--- src/design/assert_macros.svh ---
// Assertion macros for the design files; sdse_back includes them.
// Define NO_ASSERTIONS to compile every use to nothing.
`ifndef ASSERT_MACROS_SVH
`define ASSERT_MACROS_SVH

`ifndef NO_ASSERTIONS

// The property must hold at every rising edge outside reset.
`define ASSERT_PROP(lbl, clk, rst, prop) \
   lbl: assert property (@(posedge clk) disable iff (rst) (prop)) \
      else $error("assertion failed: property violated");

// The condition must never be true outside reset.
`define ASSERT_NEVER(lbl, clk, rst, cond) \
   lbl: assert property (@(posedge clk) disable iff (rst) !(cond)) \
      else $error("assertion failed: forbidden condition seen");

`else

`define ASSERT_PROP(lbl, clk, rst, prop)
`define ASSERT_NEVER(lbl, clk, rst, cond)

`endif

`endif

--- src/design/sdse_pkg.sv ---
package sdse_pkg;

   localparam logic [7:0] CH_DOT = 8'h2E;
   localparam logic [7:0] CH_CR  = 8'h0D;
   localparam logic [7:0] CH_LF  = 8'h0A;

   // Request function codes.
   localparam logic FUNC_BYTE = 1'b0;
   localparam logic FUNC_END  = 1'b1;

   localparam int QUEUE_DEPTH_DEFAULT = 2;

   localparam int TERM_LEN = 5;
   // Close of an unterminated line followed by the dot terminator.
   localparam logic [7:0] TERM_SEQ [TERM_LEN] = '{CH_CR, CH_LF, CH_DOT, CH_CR, CH_LF};

   typedef logic [2:0] step_type;

   // What the back end has to emit for one accepted item.
   typedef enum logic [2:0] {
      KIND_PLAIN      = 3'd0,  // the byte itself
      KIND_DOT_BYTE   = 3'd1,  // stuffed dot, then the byte
      KIND_CRLF       = 3'd2,  // normalized line end
      KIND_TERM       = 3'd3,  // dot CR LF
      KIND_CLOSE_TERM = 3'd4   // CR LF dot CR LF
   } kind_type;

   typedef struct packed {
      kind_type   kind;
      logic [7:0] data;
   } cmd_type;

   // Front end to queue.
   typedef struct packed {
      logic    valid;
      cmd_type cmd;
   } push_type;

   // Queue head as seen by the back end.
   typedef struct packed {
      logic    valid;
      cmd_type cmd;
   } head_type;

   function automatic step_type run_len(kind_type kind);
      step_type len;
      unique case (kind)
         KIND_PLAIN:      len = 3'd1;
         KIND_DOT_BYTE:   len = 3'd2;
         KIND_CRLF:       len = 3'd2;
         KIND_TERM:       len = 3'd3;
         KIND_CLOSE_TERM: len = 3'd5;
         default:         len = 3'd1;
      endcase
      return len;
   endfunction

   function automatic logic [7:0] seq_byte(cmd_type cmd, step_type step);
      logic [7:0] b;
      unique case (cmd.kind)
         KIND_PLAIN:      b = cmd.data;
         KIND_DOT_BYTE:   b = (step == 3'd0) ? CH_DOT : cmd.data;
         KIND_CRLF:       b = (step == 3'd0) ? CH_CR : CH_LF;
         KIND_TERM:       b = TERM_SEQ[step + 3'd2];
         KIND_CLOSE_TERM: b = TERM_SEQ[step];
         default:         b = cmd.data;
      endcase
      return b;
   endfunction

endpackage

--- src/design/sdse_ifs.sv ---
interface sdse_req_if;
   logic       valid;
   logic       ready;
   logic       func;
   logic [7:0] data_byte;

   modport source (output valid, func, data_byte, input ready);
   modport sink   (input valid, func, data_byte, output ready);
endinterface

interface sdse_rsp_if;
   logic       valid;
   logic       ready;
   logic [7:0] out_byte;
   logic       last_of_run;
   logic       message_done;

   modport source (output valid, out_byte, last_of_run, message_done, input ready);
   modport sink   (input valid, out_byte, last_of_run, message_done, output ready);
endinterface

--- src/design/sdse_front.sv ---
module sdse_front (
   input  logic               clock,
   input  logic               reset,
   input  logic               in_valid,
   input  logic               in_func,
   input  logic [7:0]         in_data,
   output logic               in_ready,
   input  logic               q_full,
   output sdse_pkg::push_type push
);
   import sdse_pkg::*;

   logic at_line_start_ff, at_line_start_in;
   logic after_cr_ff, after_cr_in;
   logic accept;
   logic is_eol;
   push_type item;

   assign in_ready = !q_full;
   assign accept   = in_valid && in_ready;
   assign is_eol   = (in_data == CH_CR) || (in_data == CH_LF);

   always_comb begin
      item.valid    = 1'b1;
      item.cmd.data = in_data;
      item.cmd.kind = KIND_PLAIN;
      at_line_start_in = at_line_start_ff;
      after_cr_in      = 1'b0;
      priority if (in_func == FUNC_END) begin
         item.cmd.kind    = at_line_start_ff ? KIND_TERM : KIND_CLOSE_TERM;
         at_line_start_in = 1'b1;
      end else if (after_cr_ff && in_data == CH_LF) begin
         // The LF completes the line end already sent for the CR.
         item.valid = 1'b0;
      end else if (is_eol) begin
         item.cmd.kind    = KIND_CRLF;
         at_line_start_in = 1'b1;
         after_cr_in      = (in_data == CH_CR);
      end else begin
         item.cmd.kind    = (at_line_start_ff && in_data == CH_DOT) ? KIND_DOT_BYTE : KIND_PLAIN;
         at_line_start_in = 1'b0;
      end
   end

   always_comb begin
      push       = item;
      push.valid = accept && item.valid;
   end

   always_ff @(posedge clock) begin
      if (reset) begin
         at_line_start_ff <= 1'b1;
         after_cr_ff      <= 1'b0;
      end else if (accept) begin
         at_line_start_ff <= at_line_start_in;
         after_cr_ff      <= after_cr_in;
      end
   end

endmodule

--- src/design/sdse_queue.sv ---
module sdse_queue #(
   parameter int Depth = sdse_pkg::QUEUE_DEPTH_DEFAULT
) (
   input  logic               clock,
   input  logic               reset,
   input  sdse_pkg::push_type push,
   output logic               full,
   output sdse_pkg::head_type head,
   input  logic               pop
);
   import sdse_pkg::*;

   localparam int PtrW = (Depth > 1) ? $clog2(Depth) : 1;
   localparam int CntW = $clog2(Depth + 1);

   cmd_type         entry_ff [Depth];
   logic [PtrW-1:0] wr_ptr_ff, wr_ptr_in;
   logic [PtrW-1:0] rd_ptr_ff, rd_ptr_in;
   logic [CntW-1:0] count_ff, count_in;
   logic            do_push, do_pop;

   function automatic logic [PtrW-1:0] next_ptr(logic [PtrW-1:0] p);
      return (p == PtrW'(Depth - 1)) ? '0 : p + PtrW'(1);
   endfunction

   assign full       = (count_ff == CntW'(Depth));
   assign head.valid = (count_ff != '0);
   assign head.cmd   = entry_ff[rd_ptr_ff];
   assign do_push    = push.valid && !full;
   assign do_pop     = pop && head.valid;

   always_comb begin
      wr_ptr_in = do_push ? next_ptr(wr_ptr_ff) : wr_ptr_ff;
      rd_ptr_in = do_pop ? next_ptr(rd_ptr_ff) : rd_ptr_ff;
      count_in  = count_ff;
      if (do_push && !do_pop) begin
         count_in = count_ff + CntW'(1);
      end else if (do_pop && !do_push) begin
         count_in = count_ff - CntW'(1);
      end
   end

   always_ff @(posedge clock) begin
      if (reset) begin
         wr_ptr_ff <= '0;
         rd_ptr_ff <= '0;
         count_ff  <= '0;
      end else begin
         wr_ptr_ff <= wr_ptr_in;
         rd_ptr_ff <= rd_ptr_in;
         count_ff  <= count_in;
      end
   end

   always_ff @(posedge clock) begin
      if (do_push) begin
         entry_ff[wr_ptr_ff] <= push.cmd;
      end
   end

endmodule

--- src/design/sdse_back.sv ---
module sdse_back (
   input  logic               clock,
   input  logic               reset,
   input  sdse_pkg::head_type head,
   output logic               pop,
   output logic               out_valid,
   input  logic               out_ready,
   output logic [7:0]         out_byte,
   output logic               out_last,
   output logic               out_done
);
   import sdse_pkg::*;

   `include "assert_macros.svh"

   step_type   step_ff, step_in;
   logic       valid_ff, valid_in;
   logic [7:0] byte_ff;
   logic       last_ff, done_ff;
   logic       load;
   logic       step_last;
   logic       is_term;

   assign load      = head.valid && (!valid_ff || out_ready);
   assign step_last = (step_ff == run_len(head.cmd.kind) - 3'd1);
   assign is_term   = (head.cmd.kind == KIND_TERM) || (head.cmd.kind == KIND_CLOSE_TERM);
   assign pop       = load && step_last;

   always_comb begin
      step_in = step_ff;
      if (pop) begin
         step_in = '0;
      end else if (load) begin
         step_in = step_ff + 3'd1;
      end
      valid_in = load ? 1'b1 : (valid_ff && !out_ready);
   end

   always_ff @(posedge clock) begin
      if (reset) begin
         step_ff  <= '0;
         valid_ff <= 1'b0;
      end else begin
         step_ff  <= step_in;
         valid_ff <= valid_in;
      end
   end

   always_ff @(posedge clock) begin
      if (load) begin
         byte_ff <= seq_byte(head.cmd, step_ff);
         last_ff <= step_last;
         done_ff <= step_last && is_term;
      end
   end

   assign out_valid = valid_ff;
   assign out_byte  = byte_ff;
   assign out_last  = last_ff;
   assign out_done  = done_ff;

   `ASSERT_PROP(a_done_on_final_lf, clock, reset, (valid_ff && done_ff) |-> (last_ff && byte_ff == CH_LF))
   `ASSERT_NEVER(a_step_in_range, clock, reset, head.valid && step_ff >= run_len(head.cmd.kind))
   `ASSERT_PROP(a_pop_marks_last, clock, reset, pop |=> (valid_ff && last_ff))

endmodule

--- src/design/smtp_dot_stuffing_encoder.sv ---
// SMTP dot-stuffing encoder. Each request transfer carries one body byte
// (func = 0) or an end-of-message mark (func = 1); the response channel
// carries the wire stream one byte per transfer. Lone CR, lone LF and
// CR LF all leave as CR LF, a dot at the start of a line is doubled, and
// end of message closes an open line with CR LF and then sends dot CR LF,
// flagging the final LF with message_done. last_of_run marks the last
// byte caused by each request. Rate: the back end's byte sequencer sends
// one byte per cycle while the receiver is ready; a request yields one
// byte for an ordinary byte, two for a line end or a stuffed dot, three
// or five for end of message, and none for the LF of a CR LF pair; the
// front end takes a request every cycle while the command queue has room.
// A request passes through the command queue and the registered response
// stage before its first byte is presented.
module smtp_dot_stuffing_encoder #(
   parameter int QUEUE_DEPTH = sdse_pkg::QUEUE_DEPTH_DEFAULT
) (
   input  logic       clock,
   input  logic       reset,
   sdse_req_if.sink   req_chan,
   sdse_rsp_if.source rsp_chan
);
   import sdse_pkg::*;

   // Front end: classifies each request and tracks line state.
   push_type push;
   head_type head;
   logic     q_full;
   logic     pop;

   sdse_front u_front (
      .clock    (clock),
      .reset    (reset),
      .in_valid (req_chan.valid),
      .in_func  (req_chan.func),
      .in_data  (req_chan.data_byte),
      .in_ready (req_chan.ready),
      .q_full   (q_full),
      .push     (push)
   );

   // Command queue: lets the front keep taking requests while the back
   // end is busy with a multi-byte run or the response side stalls.
   sdse_queue #(
      .Depth (QUEUE_DEPTH)
   ) u_queue (
      .clock (clock),
      .reset (reset),
      .push  (push),
      .full  (q_full),
      .head  (head),
      .pop   (pop)
   );

   // Back end: steps through the bytes of each command into the
   // registered response stage.
   sdse_back u_back (
      .clock     (clock),
      .reset     (reset),
      .head      (head),
      .pop       (pop),
      .out_valid (rsp_chan.valid),
      .out_ready (rsp_chan.ready),
      .out_byte  (rsp_chan.out_byte),
      .out_last  (rsp_chan.last_of_run),
      .out_done  (rsp_chan.message_done)
   );

endmodule

--- src/flat_wrapper.sv ---
// flat-port wrapper written by rule: the top's interface ports become plain ports
module smtp_dot_stuffing_encoder_flat import sdse_pkg::*;
#(
   parameter int QUEUE_DEPTH = sdse_pkg::QUEUE_DEPTH_DEFAULT
)
  (clock, reset, req_chan_valid, req_chan_func, req_chan_data_byte, req_chan_ready, rsp_chan_valid, rsp_chan_out_byte, rsp_chan_last_of_run, rsp_chan_message_done, rsp_chan_ready);
  sdse_req_if req_chan_i ();
  sdse_rsp_if rsp_chan_i ();
  input  logic clock;
  input  logic reset;
  input wire logic [$bits(req_chan_i.valid)-1:0] req_chan_valid;
  input wire logic [$bits(req_chan_i.func)-1:0] req_chan_func;
  input wire logic [$bits(req_chan_i.data_byte)-1:0] req_chan_data_byte;
  output wire logic [$bits(req_chan_i.ready)-1:0] req_chan_ready;
  output wire logic [$bits(rsp_chan_i.valid)-1:0] rsp_chan_valid;
  output wire logic [$bits(rsp_chan_i.out_byte)-1:0] rsp_chan_out_byte;
  output wire logic [$bits(rsp_chan_i.last_of_run)-1:0] rsp_chan_last_of_run;
  output wire logic [$bits(rsp_chan_i.message_done)-1:0] rsp_chan_message_done;
  input wire logic [$bits(rsp_chan_i.ready)-1:0] rsp_chan_ready;
  assign req_chan_i.valid = req_chan_valid;
  assign req_chan_i.func = req_chan_func;
  assign req_chan_i.data_byte = req_chan_data_byte;
  assign req_chan_ready = req_chan_i.ready;
  assign rsp_chan_valid = rsp_chan_i.valid;
  assign rsp_chan_out_byte = rsp_chan_i.out_byte;
  assign rsp_chan_last_of_run = rsp_chan_i.last_of_run;
  assign rsp_chan_message_done = rsp_chan_i.message_done;
  assign rsp_chan_i.ready = rsp_chan_ready;
  smtp_dot_stuffing_encoder #(.QUEUE_DEPTH(QUEUE_DEPTH)) u_core (.clock(clock), .reset(reset), .req_chan(req_chan_i), .rsp_chan(rsp_chan_i));
endmodule
--- config.mk ---
export PLATFORM = sky130hd
export DESIGN_NAME = smtp_dot_stuffing_encoder_flat
export DESIGN_NICKNAME = d
export VERILOG_FILES = /design/src/design/sdse_pkg.sv /design/src/design/sdse_ifs.sv /design/src/design/sdse_front.sv /design/src/design/sdse_queue.sv /design/src/design/sdse_back.sv /design/src/design/smtp_dot_stuffing_encoder.sv /design/src/flat_wrapper.sv
export VERILOG_INCLUDE_DIRS = /design/src /design/src/design
export SDC_FILE = /design/constraint.sdc
export NUM_CORES = 1
export LEC_CHECK = 0
export ABC_AREA = 1
export BUFFER_PORTS_ARGS = -buffer_cell sky130_fd_sc_hd__buf_2
export CORE_MARGIN = 5
export CORE_UTILIZATION = 45
export DETAILED_ROUTE_END_ITERATION = 6
export GPL_TIMING_DRIVEN = 0
export PLACE_DENSITY = 0.67
export SLEW_MARGIN = 20
export SYNTH_ARGS = -nofsm -noshare
export SYNTH_HDL_FRONTEND = slang
export SYNTH_SLANG_ARGS = --single-unit
export TNS_END_PERCENT = 20
--- constraint.sdc ---
create_clock -name clock -period 1.84 [get_ports clock]
set_input_delay 0.368 -clock clock [delete_from_list [all_inputs] [get_ports clock]]
set_output_delay 0.368 -clock clock [all_outputs]
set_load 0.005 [all_outputs]
# == After elaboration in Yosys (flattened, before gate mapping) ==
# Memories as Yosys holds them, arrays and structs flattened. A register that Yosys moved wholly into a read port is not among the register bits.
# Index checks and enable logic that the tools add are counted.
# totals
regBits,20
ramBits,22
mem_bits_ro,128
in_bits,13
out_inout_bits,12
word_cells,90
mem_count,3
# memory_table
memory,words,width,read_ports,rd_clocked_by_memory_dff,wr,line,rtl
(name not given),8,8,1,0,0,sdse_pkg.sv:65,KIND_CLOSE_TERM: b = TERM_SEQ[step];
(name not given),8,8,1,0,0,sdse_pkg.sv:64,KIND_TERM: b = TERM_SEQ[step + 3'd2];
u_core.u_queue.entry_ff,2,11,1,1,1,sdse_queue.sv:16,cmd_type entry_ff [Depth];
# op_classes
addsub,7
n_lt_le_gt_ge,2
n_eq_ne,10
n_mux,30
bitwise_logic,2
n_reduce_logical,26
# ops
operator,count
2-to-1 mux 8 bit,5
case mux 8 bit (4 select lines),1
== test 8 x 4 -> 1 bit (second input constant),2
2-to-1 mux 1 bit,16
logical AND 1 bit,12
2-to-1 mux 3 bit,4
case mux 3 bit (3 select lines),1
== test 8 x 6 -> 1 bit (second input constant),1
>= comparator 4 bit (second input constant),2
NOT 3 -> 4 bit,2
== test 3 x 2 -> 1 bit (second input constant),2
2-to-1 mux 2 bit,3
logical NOT 1 bit,5
nonzero test 2 bit,2
OR reduction 2 bit,2
adder 3 x 1 -> 3 bit (second input constant),1
adder 3 x 2 -> 3 bit (second input constant),1
== test 3 x 1 -> 1 bit (second input constant),1
== test 3 bit,1
== test 3 bit (second input constant),1
logical NOT 3 bit,1
logical OR 1 bit,3
subtractor 3 x 1 -> 3 bit (second input constant),1
adder 1 bit (second input constant),2
other kinds (5),5

# == Longest topological paths before layout ==
# logic_depth
word_depth,10
depth_mapped,15
depth_no_buf,14

# == Modules after synthesis ==
# Synthesis repeated with hierarchy kept, for this count alone.
# hier_totals
cells_unflattened,235
area_unflattened_um2,2252.2
# modules_own_cells
mod,n_inst,cells_each,area_per_inst_um2
sdse_queue,1,71,1082.3
sdse_back,1,106,857.1
sdse_front,1,58,312.8

# == Worst setup path after synthesis ==
# OpenSTA, ideal clock, no wires.
# synth_path
kind,input -> register
start,input req_chan_data_byte[6]
end,register u_core.u_queue.count_ff[1]
setup_time_ns,0.122
t_arrival_ns,1.835
path_slack_ns,-0.117
cell_stages,12
n_path_buf,0
path_cell_list,inv_1 nand2_1 nor3_1 nand3_1 nand3b_1 nand2_1 inv_1 ha_1 a21oi_1 o21ai_0 o21ai_0 a21oi_1
# synth_via
elab_chain_cells,9
elab_cells_between_ends,11
# synth_rtl
item,line,rtl
"start, declared",flat_wrapper.sv:13,input wire logic [$bits(req_chan_i.data_byte)-1:0] req_chan_data_byte;
== test 8 x 4 -> 1 bit (*),sdse_front.sv:32,end else if (after_cr_ff && in_data == CH_LF) begin
logical AND 1 bit (*),sdse_front.sv:32,
2-to-1 mux 1 bit (*),sdse_front.sv:32,
2-to-1 mux 1 bit (*),sdse_front.sv:29,priority if (in_func == FUNC_END) begin
logical AND 1 bit (*),sdse_front.sv:47,push.valid = accept && item.valid;
logical AND 1 bit (*),sdse_queue.sv:29,assign do_push = push.valid && !full;
via u_core.u_queue.do_push,sdse_queue.sv:20,"logic do_push, do_pop;"
logical NOT 1 bit,sdse_queue.sv:38,end else if (do_pop && !do_push) begin
logical AND 1 bit,sdse_queue.sv:38,
nonzero test 2 bit (no source line),--,
"end signal, assigned",sdse_queue.sv:51,count_ff <= count_in;
"end, declared",sdse_queue.sv:19,"logic [CntW-1:0] count_ff, count_in;"
# Mark *: on every way through the listed nets, which the timed path passes. The rest lies on a longest branch.
# A chain may end at the register's enable or synchronous reset.

==> metrics.md <==
| Metric | Value |
|---|---|
| Via/cell ratio | 4.91 |
| Mapped cell area | 2170 sq um |
| Final cell count without fillers | 314 |
| Period utilization | 0.998 |
| Placer Congestion | 0.795 |
| Sink Count | between 40 and 50 |
| Peak VDD IR | 0.606 mV |
| Vias in the first global route | 1462 |
| Drt pass-1 iters | 4 |
| Residual DRC | 0 |
| Clk pin slew, worst setup/hold paths | 70 ps |
| Worst Tran Pin Value | a little under 600 ps |
| Cell variety after synth | 34 |
| Status | finished, final reports clean |
| Mapped Cells | 219 |
| Post-Syn Nets | 238 |
| Synth warnings | 0 |
| Worst Slack Setup Final | 2.92 ps |
| Critical Path Slowest Stage Cell | dfxtp_4 |
| Area grow syn2layout | 21.3% |
| Top_reg_cell synth | edfxtp_1 |
| Pwr per Cell Area | 1440 nW/um^2 |
| Ys async rst share | 0 |
| DR vias | 1542 |
| Fillers | around 400 |
| Average size of a mapped cell | 9.92 sq um |
| Type of the most critical hold path | primary input to flop |
| Rows | 25 |
| Ports | 25 |
| WP buf/inv | 1 |
| MaxCap Viol Count | 0 |
| Hold-fix buffers at CTS | 0 |
| Area of the multi-input gates | 912 sq um |
| Leakage dissipation | 1.15 nW |
| Clock root buffer | clkbuf_8 |
| Top delay family on crit path | simple AND/OR/NAND/NOR gates |
| First-pass GRT wire length | 6470 microns |
| CP required | 2020 ps |
| Max Fclk | around 540 MHz |
| Pin count of the biggest net entering global routing | 16 |
| Post-synth EDFFs | 32 |
| DIE WIDTH | 79.5 microns |
| RSZ-0062 raised after global routing | true |
| H-Tree Depth | 2 |
| Ant diodes | 0 |
| Hold Vio Cnt, Final | 0 |
| CP peak stage delay | 400 ps |
| Synth Register Bits | 43 |
| Deepest clock path buffer count | 2 |
| Final TNS setup | 0 ps |
| Initial antenna violation count | 0 |
| Layout cell share with drive strength beyond 1 | 0.342 |
| CORE AREA | 4690 sq um |
| # setup viols final | 0 |
| Worst Skew | ~11 ps |
| Global route overflow | 0 |
| CP endpoint kind | flop |
| Sequential area share after synthesis | 0.543 |
| Place WS | -321 ps |
| I/O Buffers | 24 |
| Skew-Pair Late Insertion Delay | 300 ps |
| Antenna Nets Post-Route | 0 |
| CTS tree | yes |
| CP max FO | 10 |
| Die H | 79.5 microns |
| Min Clock Period, post-route | roughly 1800 ps |
| Worst path cell trace | buf_8 > nand2_4 > nand2_4 > nand3_4 > nand2_2 > nand2_2 > nor2_4 > nand3_4 > ha_4 > a21oi_2 > o21ai_2 > o21ai_1 > a21oi_1 |
| Relative slew slack | 0.604 |
| Violation count after the first detailed-route iteration | 64 |
| Placed Cells | 297 |
| Crit Path Class | flop to flop |
| Wire per inst | 12.3 microns |
| Max Slew Vio Count | 0 |
| GR Util All Layers | 0.135 |
| Die footprint | 6320 sq um |
| Wirelength, routed | 3850 microns |
| Initial Utilization | 0.463 |
| CP Launch Type | flop |
| Fin nets | 279 |
| CTS Buf Count | 5 |
| Storage cell area | between 1000 and 1500 sq um |
| Hold WS | 257 ps |
| CP Data Arrival Time | a little over 2000 ps |
| Hpwl dp | approximately 2800 microns |
[logic make-up (layout without fill, tap and decap cells)]
logic type	after synthesis	count (layout)	synth area share
DFF	43	43	0.543
and+or+nand+nor	104	104	0.261
AOI/OAI and AO/OA	25	25	0.0731
muxes	1	1	0.00461
xor gates and xnor gates	3	3	0.0121
buffers and inverters	37	78	0.0708
adders and majority gates	6	6	0.0345
[Yosys cell counts (all sizes together), types with 2 or more instances]
master / instances / area share
xor2: 3 / 0.012
a21oi: 11 / 0.031
nand3: 12 / 0.046
edfxtp: 32 / 0.44
o21ai: 6 / 0.014
nand4: 4 / 0.014
ha: 6 / 0.035
nor3: 4 / 0.0092
nand2: 60 / 0.14
o2111ai: 3 / 0.012
dfxtp: 11 / 0.10
buf: 2 / 0.010
nor2: 20 / 0.043
inv: 34 / 0.059
[layout by cell type (no fill, tap or decap), types with 6 or more instances in the layout]
cell type / netlist / layout
nand2_4: 7 / 9
nor2_1: 17 / 16
inv_1: 28 / 27
nand3_1: 7 / 7
edfxtp_1: 32 / 32
buf_2: 0 / 24
nand2_1: 46 / 43
nand2_2: 7 / 8
buf_4: 0 / 11
dfxtp_1: 11 / 8
inv_2: 6 / 6
a21oi_1: 8 / 7
[cell type report]
class | count | area share
sequential | 43 | 0.450
multi-input combinational | 139 | 0.346
timing repair buffer | 35 | 0.0769
inverter | 34 | 0.0494
clock buffer | 5 | 0.0261
tap | 54 | 0.0256
clock inverter | 2 | 0.0142
buffer | 2 | 0.0114
[metrics by stage]
stage / power, mW / utilization / area (sq um)
CTS: 3.70 / 0.546 / 2560
global route: 4.07 / 0.562 / 2640
detailed placement: 2.87 / 0.509 / 2390
finish: 3.79 / 0.562 / 2640
floorplan: 2.51 / - / 2200
global placement: 2.84 / 0.509 / 2390
[final timing paths]
check | from | end | slack [ps] | cells past startpoint
worst max register to register | flop | u_core.u_queue.count_ff[1]$_SDFFE_PP0P_ | 3 | 13
worst min register to register | u_core.u_back.out_valid$_SDFF_PP0_ | u_core.u_back.out_valid$_SDFF_PP0_ | 500 | 2
worst max-delay path | flop | u_core.u_queue.count_ff[1]$_SDFFE_PP0P_ | 3 | 13
worst min-delay path | reset | u_core.u_back.out_valid$_SDFF_PP0_ | 260 | 2
[layer usage]
layer,vias up,share of wire,global-route usage
met4,0,0.021,0.0687
met3,6,0.044,0.0395
met5,-,0,0
met1,701,0.45,0.157
li1,809,-,-
met2,26,0.49,0.224
[registers in the layout (all words and copies together), names as in the netlist, 2 cells and up, named ones only]
signal	flops
u_core.u_queue.entry_ff	22
u_core.u_back.out_byte	8
u_core.u_back.step_ff	3
u_core.u_queue.count_ff	2
[where the power goes]
group / total (mW) / switching, mW / internal [mW]
sequential: 1.49 / 0.108 / 1.39
clock: 0.708 / 0.311 / 0.397
combinational: 1.59 / 0.931 / 0.656
total: 3.79 / 1.35 / 2.44
[timing repair]
action | 4_1_cts | 5_1_grt
cloned | 0 | 0
setup endpoints to repair | 13 | 14
resized for setup | 13 | 9
endpoints found under the hold margin | 0 | 0
buffers inserted | 6 | 5
pin swaps | 6 | 5
No activity file was read; power rests on OpenSTA's default activity.
